==> src/hw/rtl/lapc_pkg.sv <==
package lapc_pkg;

    localparam int AMP_W     = 32;
    localparam int MANT_W    = 8;
    localparam int EXPC_W    = 7;
    localparam int EXPO_W    = 6;
    localparam int TH_FRAC   = 24;
    localparam int SCALED_W  = 56;
    localparam int GAIN_W    = 34;
    localparam int GAIN_LO_W = 17;
    localparam int GAIN_HI_W = GAIN_W - GAIN_LO_W;
    localparam int PP_W      = AMP_W + GAIN_LO_W;
    localparam int PROD_W    = AMP_W + GAIN_W;
    localparam int GAIN_ENTRIES = 48;

    localparam int MID_DEPTH = 4;
    localparam int OUT_DEPTH = 4;

    localparam logic [SCALED_W-1:0] C_EVEN = SCALED_W'(64'd10277600);
    localparam logic [SCALED_W-1:0] C_ODD  = SCALED_W'(64'd14534721);

    localparam logic [PROD_W-1:0]  MANT_BIAS = PROD_W'(615);
    localparam logic [PROD_W-1:0]  MANT_TOP  = PROD_W'(615 + 255);
    localparam logic [MANT_W-1:0]  MANT_MAX  = 8'd255;
    localparam logic [EXPC_W-1:0]  NEG_BASE  = 7'd96;

    localparam logic [63:0] ODD_NUM   = 64'd712 << 25;
    localparam logic [63:0] EVEN_NUM  = 64'd712 << 53;
    localparam logic [63:0] SQRT2_Q28 = 64'd379625062;
    localparam logic [63:0] ONE_Q28   = 64'd1 << 28;

    // gain per exponent step, 24 fraction bits
    localparam logic [63:0] GAIN_ROM [GAIN_ENTRIES] = '{
        64'd712 << 24,
        ODD_NUM  / ((64'd1 << 1) + 64'd1),
        EVEN_NUM / ((SQRT2_Q28 << 1) + ONE_Q28),
        ODD_NUM  / ((64'd1 << 2) + 64'd1),
        EVEN_NUM / ((SQRT2_Q28 << 2) + ONE_Q28),
        ODD_NUM  / ((64'd1 << 3) + 64'd1),
        EVEN_NUM / ((SQRT2_Q28 << 3) + ONE_Q28),
        ODD_NUM  / ((64'd1 << 4) + 64'd1),
        EVEN_NUM / ((SQRT2_Q28 << 4) + ONE_Q28),
        ODD_NUM  / ((64'd1 << 5) + 64'd1),
        EVEN_NUM / ((SQRT2_Q28 << 5) + ONE_Q28),
        ODD_NUM  / ((64'd1 << 6) + 64'd1),
        EVEN_NUM / ((SQRT2_Q28 << 6) + ONE_Q28),
        ODD_NUM  / ((64'd1 << 7) + 64'd1),
        EVEN_NUM / ((SQRT2_Q28 << 7) + ONE_Q28),
        ODD_NUM  / ((64'd1 << 8) + 64'd1),
        EVEN_NUM / ((SQRT2_Q28 << 8) + ONE_Q28),
        ODD_NUM  / ((64'd1 << 9) + 64'd1),
        EVEN_NUM / ((SQRT2_Q28 << 9) + ONE_Q28),
        ODD_NUM  / ((64'd1 << 10) + 64'd1),
        EVEN_NUM / ((SQRT2_Q28 << 10) + ONE_Q28),
        ODD_NUM  / ((64'd1 << 11) + 64'd1),
        EVEN_NUM / ((SQRT2_Q28 << 11) + ONE_Q28),
        ODD_NUM  / ((64'd1 << 12) + 64'd1),
        EVEN_NUM / ((SQRT2_Q28 << 12) + ONE_Q28),
        ODD_NUM  / ((64'd1 << 13) + 64'd1),
        EVEN_NUM / ((SQRT2_Q28 << 13) + ONE_Q28),
        ODD_NUM  / ((64'd1 << 14) + 64'd1),
        EVEN_NUM / ((SQRT2_Q28 << 14) + ONE_Q28),
        ODD_NUM  / ((64'd1 << 15) + 64'd1),
        EVEN_NUM / ((SQRT2_Q28 << 15) + ONE_Q28),
        ODD_NUM  / ((64'd1 << 16) + 64'd1),
        EVEN_NUM / ((SQRT2_Q28 << 16) + ONE_Q28),
        ODD_NUM  / ((64'd1 << 17) + 64'd1),
        EVEN_NUM / ((SQRT2_Q28 << 17) + ONE_Q28),
        ODD_NUM  / ((64'd1 << 18) + 64'd1),
        EVEN_NUM / ((SQRT2_Q28 << 18) + ONE_Q28),
        ODD_NUM  / ((64'd1 << 19) + 64'd1),
        EVEN_NUM / ((SQRT2_Q28 << 19) + ONE_Q28),
        ODD_NUM  / ((64'd1 << 20) + 64'd1),
        EVEN_NUM / ((SQRT2_Q28 << 20) + ONE_Q28),
        ODD_NUM  / ((64'd1 << 21) + 64'd1),
        EVEN_NUM / ((SQRT2_Q28 << 21) + ONE_Q28),
        ODD_NUM  / ((64'd1 << 22) + 64'd1),
        EVEN_NUM / ((SQRT2_Q28 << 22) + ONE_Q28),
        ODD_NUM  / ((64'd1 << 23) + 64'd1),
        EVEN_NUM / ((SQRT2_Q28 << 23) + ONE_Q28),
        ODD_NUM  / ((64'd1 << 24) + 64'd1)
    };

    typedef struct packed {
        logic [AMP_W-1:0]  mag;
        logic              neg;
        logic              tiny;
        logic [EXPO_W-1:0] expo;
    } t_cls;

    typedef struct packed {
        logic [MANT_W-1:0] mantissa;
        logic [EXPC_W-1:0] exponent;
    } t_res;

    // step threshold, 24 fraction bits
    function automatic logic [SCALED_W-1:0] lapc_th(input int unsigned k);
        logic [SCALED_W-1:0] th;
        if (k[0]) begin
            th = C_ODD << ((k - 1) >> 1);
        end else begin
            th = C_EVEN << (k >> 1);
        end
        return th;
    endfunction

endpackage

==> src/hw/rtl/lapc_queue.sv <==
module lapc_queue import lapc_pkg::*; #(
    parameter int WIDTH = 8,
    parameter int DEPTH = 4
) (
    input  logic                       i_clk,
    input  logic                       i_rst_n,
    input  logic                       i_push,
    input  logic [WIDTH-1:0]           i_data,
    input  logic                       i_pop,
    output logic [WIDTH-1:0]           o_data,
    output logic [$clog2(DEPTH+1)-1:0] o_count
);

    localparam int PTR_W = $clog2(DEPTH);
    localparam int CNT_W = $clog2(DEPTH + 1);

    logic [WIDTH-1:0] r_mem [DEPTH];
    logic [PTR_W-1:0] r_wr_ptr, n_wr_ptr;
    logic [PTR_W-1:0] r_rd_ptr, n_rd_ptr;
    logic [CNT_W-1:0] r_count, n_count;

    always_comb begin
        n_wr_ptr = i_push ? r_wr_ptr + PTR_W'(1) : r_wr_ptr;
        n_rd_ptr = i_pop  ? r_rd_ptr + PTR_W'(1) : r_rd_ptr;
        n_count  = r_count + CNT_W'(i_push) - CNT_W'(i_pop);
    end

    always_ff @(posedge i_clk) begin
        if (!i_rst_n) begin
            r_wr_ptr <= '0;
            r_rd_ptr <= '0;
            r_count  <= '0;
        end else begin
            r_wr_ptr <= n_wr_ptr;
            r_rd_ptr <= n_rd_ptr;
            r_count  <= n_count;
        end
    end

    always_ff @(posedge i_clk) begin
        if (i_push) begin
            r_mem[r_wr_ptr] <= i_data;
        end
    end

    assign o_data  = r_mem[r_rd_ptr];
    assign o_count = r_count;

endmodule

==> src/hw/rtl/lapc_front.sv <==
module lapc_front import lapc_pkg::*; #(
    parameter int EXP_STEPS = 47,
    parameter int FRAC_BITS = 8
) (
    input  logic                    i_clk,
    input  logic                    i_rst_n,
    input  logic                    i_take,
    input  logic signed [AMP_W-1:0] i_amplitude,
    output logic                    o_valid,
    output t_cls                    o_cls
);

    localparam int SHIFT = TH_FRAC - FRAC_BITS;
    localparam logic [AMP_W-1:0] HALF = AMP_W'(64'd1 << (FRAC_BITS - 1));

    logic                  r_valid;
    logic [AMP_W-1:0]      r_mag;
    logic                  r_neg;
    logic                  r_tiny;
    logic [EXP_STEPS-1:0]  r_therm;

    logic [AMP_W-1:0]      n_mag;
    logic [SCALED_W-1:0]   scaled;
    logic [EXP_STEPS-1:0]  n_therm;
    logic [EXPO_W-1:0]     expo;

    always_comb begin
        n_mag  = i_amplitude[AMP_W-1] ? (~i_amplitude + AMP_W'(1)) : i_amplitude;
        scaled = SCALED_W'(n_mag) << SHIFT;
        for (int k = 1; k <= EXP_STEPS; k++) begin
            n_therm[k-1] = scaled >= lapc_th(k);
        end
    end

    always_ff @(posedge i_clk) begin
        if (!i_rst_n) begin
            r_valid <= 1'b0;
        end else begin
            r_valid <= i_take;
        end
    end

    always_ff @(posedge i_clk) begin
        if (i_take) begin
            r_mag   <= n_mag;
            r_neg   <= i_amplitude[AMP_W-1];
            r_tiny  <= n_mag < HALF;
            r_therm <= n_therm;
        end
    end

    // thresholds rise with k, so the highest step passed is the exponent
    always_comb begin
        expo = '0;
        for (int k = 1; k <= EXP_STEPS; k++) begin
            if (r_therm[k-1]) begin
                expo = EXPO_W'(k);
            end
        end
    end

    assign o_valid    = r_valid;
    assign o_cls.mag  = r_mag;
    assign o_cls.neg  = r_neg;
    assign o_cls.tiny = r_tiny;
    assign o_cls.expo = expo;

endmodule

==> src/hw/rtl/lapc_back.sv <==
module lapc_back import lapc_pkg::*; #(
    parameter int FRAC_BITS = 8
) (
    input  logic       i_clk,
    input  logic       i_rst_n,
    input  logic       i_valid,
    input  t_cls       i_cls,
    output logic       o_valid,
    output t_res       o_res,
    output logic [1:0] o_inflight
);

    localparam int MANT_SHIFT = TH_FRAC + FRAC_BITS;

    // stage 0: gain lookup
    logic              r_s0_valid;
    logic [AMP_W-1:0]  r_s0_mag;
    logic [GAIN_W-1:0] r_s0_gain;
    logic              r_s0_neg;
    logic              r_s0_tiny;
    logic [EXPO_W-1:0] r_s0_expo;

    // stage 1: partial products
    logic              r_s1_valid;
    logic [PP_W-1:0]   r_s1_lo;
    logic [PP_W-1:0]   r_s1_hi;
    logic              r_s1_neg;
    logic              r_s1_tiny;
    logic [EXPO_W-1:0] r_s1_expo;

    logic [PROD_W-1:0] prod;
    logic [PROD_W-1:0] mraw;
    logic [MANT_W-1:0] mant;
    logic [EXPC_W-1:0] expc;

    always_ff @(posedge i_clk) begin
        if (!i_rst_n) begin
            r_s0_valid <= 1'b0;
            r_s1_valid <= 1'b0;
        end else begin
            r_s0_valid <= i_valid;
            r_s1_valid <= r_s0_valid;
        end
    end

    always_ff @(posedge i_clk) begin
        r_s0_mag  <= i_cls.mag;
        r_s0_gain <= GAIN_ROM[i_cls.expo][GAIN_W-1:0];
        r_s0_neg  <= i_cls.neg;
        r_s0_tiny <= i_cls.tiny;
        r_s0_expo <= i_cls.expo;

        r_s1_lo   <= PP_W'(r_s0_mag) * PP_W'(r_s0_gain[GAIN_LO_W-1:0]);
        r_s1_hi   <= PP_W'(r_s0_mag) * PP_W'(r_s0_gain[GAIN_W-1:GAIN_LO_W]);
        r_s1_neg  <= r_s0_neg;
        r_s1_tiny <= r_s0_tiny;
        r_s1_expo <= r_s0_expo;
    end

    always_comb begin
        prod = PROD_W'(r_s1_lo) + (PROD_W'(r_s1_hi) << GAIN_LO_W);
        mraw = prod >> MANT_SHIFT;
        if (r_s1_tiny || mraw <= MANT_BIAS) begin
            mant = '0;
        end else if (mraw > MANT_TOP) begin
            mant = MANT_MAX;
        end else begin
            mant = MANT_W'(mraw - MANT_BIAS);
        end
        if (r_s1_tiny) begin
            expc = '0;
        end else if (r_s1_neg && r_s1_expo != '0) begin
            expc = NEG_BASE - EXPC_W'(r_s1_expo);
        end else begin
            expc = EXPC_W'(r_s1_expo);
        end
    end

    assign o_valid        = r_s1_valid;
    assign o_res.mantissa = mant;
    assign o_res.exponent = expc;
    assign o_inflight     = 2'(r_s0_valid) + 2'(r_s1_valid);

endmodule

==> src/hw/rtl/log_amplitude_byte_pair_compressor_core.sv <==
// channel  | transfer when        | payload
// ---------+----------------------+----------------------------------
// input    | i_push && !o_full    | i_amplitude (32 b, signed Q.FRAC_BITS)
// result   | i_pop && !o_empty    | o_mantissa (8 b), o_exponent (7 b)
//
// One amplitude a cycle sustained while results are popped; after its transfer in, a result passes
// the input compare stage, queue write, gain lookup stage, product stage and result queue.
// The two 32x17 partial products of the gain multiply set the back-end stage depth.
// Synchronous reset empties both queues and the pipeline valids.
// A stalled result side fills the result queue, then the middle queue, then raises o_full.
module log_amplitude_byte_pair_compressor_core import lapc_pkg::*; #(
    parameter int EXP_STEPS = 47,
    parameter int FRAC_BITS = 8
) (
    input  logic                    i_clk,
    input  logic                    i_rst_n,
    input  logic                    i_push,
    output logic                    o_full,
    input  logic signed [AMP_W-1:0] i_amplitude,
    output logic                    o_empty,
    input  logic                    i_pop,
    output logic [MANT_W-1:0]       o_mantissa,
    output logic [EXPC_W-1:0]       o_exponent
);

    localparam int MID_CNT_W = $clog2(MID_DEPTH + 1);
    localparam int OUT_CNT_W = $clog2(OUT_DEPTH + 1);

    logic                 take;
    logic                 fe_valid;
    t_cls                 fe_cls;
    t_cls                 mid_head;
    logic [MID_CNT_W-1:0] mid_count;
    logic                 mid_pop;
    logic                 be_valid;
    t_res                 be_res;
    logic [1:0]           be_inflight;
    t_res                 out_head;
    logic [OUT_CNT_W-1:0] out_count;
    logic                 out_pop;

    // the front stage always drains into the middle queue next cycle
    assign o_full = (MID_CNT_W'(32'(mid_count) + 32'(fe_valid))) >= MID_CNT_W'(MID_DEPTH);
    assign take   = i_push && !o_full;

    lapc_front #(
        .EXP_STEPS (EXP_STEPS),
        .FRAC_BITS (FRAC_BITS)
    ) u_front (
        .i_clk       (i_clk),
        .i_rst_n     (i_rst_n),
        .i_take      (take),
        .i_amplitude (i_amplitude),
        .o_valid     (fe_valid),
        .o_cls       (fe_cls)
    );

    lapc_queue #(
        .WIDTH ($bits(t_cls)),
        .DEPTH (MID_DEPTH)
    ) u_mid_queue (
        .i_clk   (i_clk),
        .i_rst_n (i_rst_n),
        .i_push  (fe_valid),
        .i_data  (fe_cls),
        .i_pop   (mid_pop),
        .o_data  (mid_head),
        .o_count (mid_count)
    );

    // issue only when the result queue has room for everything in flight
    assign mid_pop = (mid_count != '0) &&
        ((32'(out_count) + 32'(be_inflight)) < OUT_DEPTH);

    lapc_back #(
        .FRAC_BITS (FRAC_BITS)
    ) u_back (
        .i_clk      (i_clk),
        .i_rst_n    (i_rst_n),
        .i_valid    (mid_pop),
        .i_cls      (mid_head),
        .o_valid    (be_valid),
        .o_res      (be_res),
        .o_inflight (be_inflight)
    );

    lapc_queue #(
        .WIDTH ($bits(t_res)),
        .DEPTH (OUT_DEPTH)
    ) u_out_queue (
        .i_clk   (i_clk),
        .i_rst_n (i_rst_n),
        .i_push  (be_valid),
        .i_data  (be_res),
        .i_pop   (out_pop),
        .o_data  (out_head),
        .o_count (out_count)
    );

    assign o_empty    = out_count == '0;
    assign out_pop    = i_pop && !o_empty;
    assign o_mantissa = out_head.mantissa;
    assign o_exponent = out_head.exponent;

endmodule

==> config.mk <==
export PLATFORM = sky130hd
export DESIGN_NAME = log_amplitude_byte_pair_compressor_core
export DESIGN_NICKNAME = d
export VERILOG_FILES = /design/src/hw/rtl/lapc_pkg.sv /design/src/hw/rtl/lapc_queue.sv /design/src/hw/rtl/lapc_front.sv /design/src/hw/rtl/lapc_back.sv /design/src/hw/rtl/log_amplitude_byte_pair_compressor_core.sv
export SDC_FILE = /design/constraint.sdc
export NUM_CORES = 2
export LEC_CHECK = 0
export BUFFER_PORTS_ARGS = -buffer_cell sky130_fd_sc_hd__buf_2
export CORE_ASPECT_RATIO = 2
export CORE_MARGIN = 2
export CORE_UTILIZATION = 51
export CTS_CLUSTER_SIZE = 30
export DETAILED_ROUTE_END_ITERATION = 12
export GPL_ROUTABILITY_DRIVEN = 1
export PLACE_DENSITY_LB_ADDON = 0.1
export SLEW_MARGIN = 10
export SYNTH_ARGS = -nofsm -noshare
export SYNTH_HDL_FRONTEND = slang
export SYNTH_SLANG_ARGS = --single-unit
==> constraint.sdc <==
create_clock -name i_clk -period 6.29 [get_ports i_clk]
set_input_delay 1.887 -clock i_clk [delete_from_list [all_inputs] [get_ports i_clk]]
set_output_delay 1.887 -clock i_clk [all_outputs]
set_load 0.03 [all_outputs]
==> run summary <==
final setup margin = -0.185 ns
Hold Fails Final Rpt = 0
initial antenna violation count = 10
dpl hpwl = 148000 µm
r2r startpoint = u_back.r_s0_gain[6]
worst path required time = 6.84 ns
critical path arrival = 7.03 ns
Total Wirelength = 181000 µm
core area = 0.107 mm²
FF-to-FF End = u_back.r_s1_lo[42]
Synth Flop Type = edfxtp_1
CTS clk-pin slew, worst paths = 0.07 ns
post-route ant nets = 0
synth top area cells = fa_1 33%, edfxtp_1 16%, ha_1 7.0%
Final Max Tran Viols = 0
fillcell total = 9217
Hold Buf Count CTS = 0
Worst path slowest cell = fa_1
flop-to-flop setup slack = -0.19 ns
GRT Total Usage = 33.6%
Initial Utilization = 51.2%
most frequent cells in the layout = 957 x inv_1, 956 x nand2_1, 857 x fa_1
max_cap viols = 0
CTS tree = yes
Routability Congestion = 0.999
Hold Path End = u_back.r_s1_neg
drt first-iter violations = 2325
Port Buf Inserts = 52
Yosys top cell by area = fa_1
layout cell share with drive strength beyond 1 = 18.7%
Post-Syn Nets = 6915
worst slew pin tran = 1.22 ns
cell count of the worst reg-to-reg path = 23
Vias = 42600
drt drc = 0
Cells after Synth = 5675
post-synth cell types = 92
average routed wire per standard cell = 24.0 µm
CP endpoint kind = flip-flop
buffer and inverter count on the worst path = 6
post-synth top area share = 32.8%
CP dominant cell by count = fa_1
fin nets = 7362
CP cell instances = buf_12 -> buf_4 -> nand2_1 -> fa_1 -> inv_1 -> fa_1 -> inv_1 -> fa_1 -> inv_1 -> fa_1 -> fa_1 -> fa_1 -> ha_4 -> buf_4 -> a21o_1 -> a21o_1 -> a21o_4 -> o311ai_4 -> a211o_1 -> a21boi_2 -> o21a_1 -> or4_1 -> nand3_1
failing checks = negative setup slack
Crit path max-delay family = adder cells
die height = 468 µm
Hold Path Origin = u_back.r_s0_neg
most common cell after layout, fill and taps aside = inv_1
grt total ovfl = 0
RSZ-0062 raised after global routing = yes
Syn. warnings = 0
Hold Path Class = reg -> reg
sequential area share after synthesis = 23.2%
Design Area, Final = 0.0650 mm²
Tcrit/Tclk final = 103%
WHS Path Cells = 0
critical path type = reg -> reg
cell area after synthesis = 0.0548 mm²
Yosys reg bits = 485
final setup fails = 21
vias in the first global route = 46700
FP Rows = 170
ys async rst share = 0%
global-route wire length before repair = 273000 µm
worst skew pair latency = 0.68 ns
Max-Slew Margin vs Limit = 17.7%
die area = 0.110 mm²
Area after DPL = 0.0606 mm²
Hold Slack = 0.328 ns
largest net degree at the start of global routing = 52
CP Launch Type = flip-flop
EDFF count, synth = 301
status = complete, but fails checks
post-layout min period = 6.48 ns
CP max FO = 6
H-tree depth = 2
vias per inst = 5.65
root buffer cell = clkbuf_16
setup TNS = -1.38 ns
IO Pins = 53
clock sinks = 485
Layout Skew = 0.0707 ns
Die W = 236 µm
DR pass1 iterations = 5
Fmax = 154 MHz
P&R area growth vs syn = 18.6%
Clock Path Buffers = 3
Critical Path Max Stage Delay = 0.61 ns
TritonCTS buffer count = 47
syn avg cell area = 9.66 µm²
kinds of logic after synthesis:
group,Yosys count,synth area share [%]
adder cells (fa/ha/maj),1205,39.8
multiplexers,71,2.50
AO/OA/AOI/OAI,727,8.65
buffers and inverters,1300,8.94
XOR/XNOR,125,2.05
flip-flops,485,23.2
AND/OR/NAND/NOR,1762,14.8
worst max-delay path by stage:
stage,startpoint,to,slack (ns),cells past startpoint
6_report,u_back.r_s0_gain[6],u_back.r_s1_lo[42],-0.19,23
5_1_grt,u_back.r_s0_gain[6],u_back.r_s1_lo[46],-0.38,26
4_1_cts,u_back.r_s0_mag[8],u_back.r_s1_lo[46],-0.17,27
3_5_place_dp,u_back.r_s0_gain[6],u_back.r_s1_lo[47],-0.80,27
3_3_place_gp,u_back.r_s0_gain[6],u_back.r_s1_lo[47],-0.78,27
2_1_floorplan,u_back.r_s0_mag[22],u_back.r_s1_lo[42],-0.07,23
synthesized netlist by cell type (52+ instances only):
cell      instances
fa_1            898
ha_1            306
a21o_1           60
and2_1          312
clkbuf_1        290
nor3_1           54
mux4_2           52
xnor2_1          70
dfxtp_1         184
inv_1           981
edfxtp_1        301
nor2_1          186
o21ai_0         155
a21oi_1         194
nand2_1         985
cell type report:
class	count	area, µm²	share of cell area, %
multi-input combinational	3890	38200	58.8
sequential	485	12800	19.7
timing repair buffer	707	6780	10.4
inverter	991	3720	5.73
tap	1376	1720	2.65
clock buffer	51	1220	1.88
clock inverter	35	482	0.741
antenna	15	37.5	0.0578
flip-flops by register name, indices dropped and copies added (netlist names), 3 cells and up, named ones only:
name / cells
u_back.r_s0_expo: 6
u_mid_queue.r_mem: 160
u_out_queue.r_mem: 60
u_front.r_therm: 47
u_back.r_s1_expo: 6
u_back.r_s1_lo: 32
u_mid_queue.o_count: 3
u_front.r_mag: 32
u_back.r_s0_mag: 32
u_back.r_s1_hi: 49
u_back.r_s0_gain: 34
u_out_queue.o_count: 3
per-layer routing:
metal | track usage [%] | vias up | wire, µm
li1 | - | 19000 | -
met3 | 3.92 | 753 | 7310
met5 | 0 | - | 11
met2 | 63.1 | 1414 | 97700
met4 | 33.2 | 2 | 22400
met1 | 30.5 | 21500 | 54000
metrics by stage:
step / worst slack, ns / utilization, % / std cells
floorplan: -0.0664 / - / 5675
global placement: -0.781 / 56.6 / 7330
detailed placement: -0.795 / 56.6 / 7330
CTS: -0.173 / 60.0 / 7504
global route: -0.380 / 60.7 / 7548
finish: -0.185 / 60.7 / 7550
repair_timing:
| action | 4_1_cts | 5_1_grt |
|---|---|---|
| pin swaps | 163 | 156 |
| hold endpoints to repair | 0 | 0 |
| buffers inserted | 94 | 34 |
| cloned | 2 | 2 |
| resized for setup | 281 | 131 |
| setup endpoints to repair | 41 | 41 |
worst register-to-register path: stages (launching register included):
cell and delay, ns:
dfxtp_4 0.41, buf_12 0.16, buf_4 0.15, nand2_1 0.07, fa_1 0.50, inv_1 0.06
fa_1 0.54, inv_1 0.06, fa_1 0.51, inv_1 0.05, fa_1 0.50, fa_1 0.45
fa_1 0.61, ha_4 0.22, buf_4 0.14, a21o_1 0.20, a21o_1 0.17, a21o_4 0.25
o311ai_4 0.42, a211o_1 0.22, a21boi_2 0.07, o21a_1 0.19, or4_1 0.40, nand3_1 0.07
Power is not shown: default switching activity piles up to over one toggle a cycle in this logic, so the estimate is an artifact.
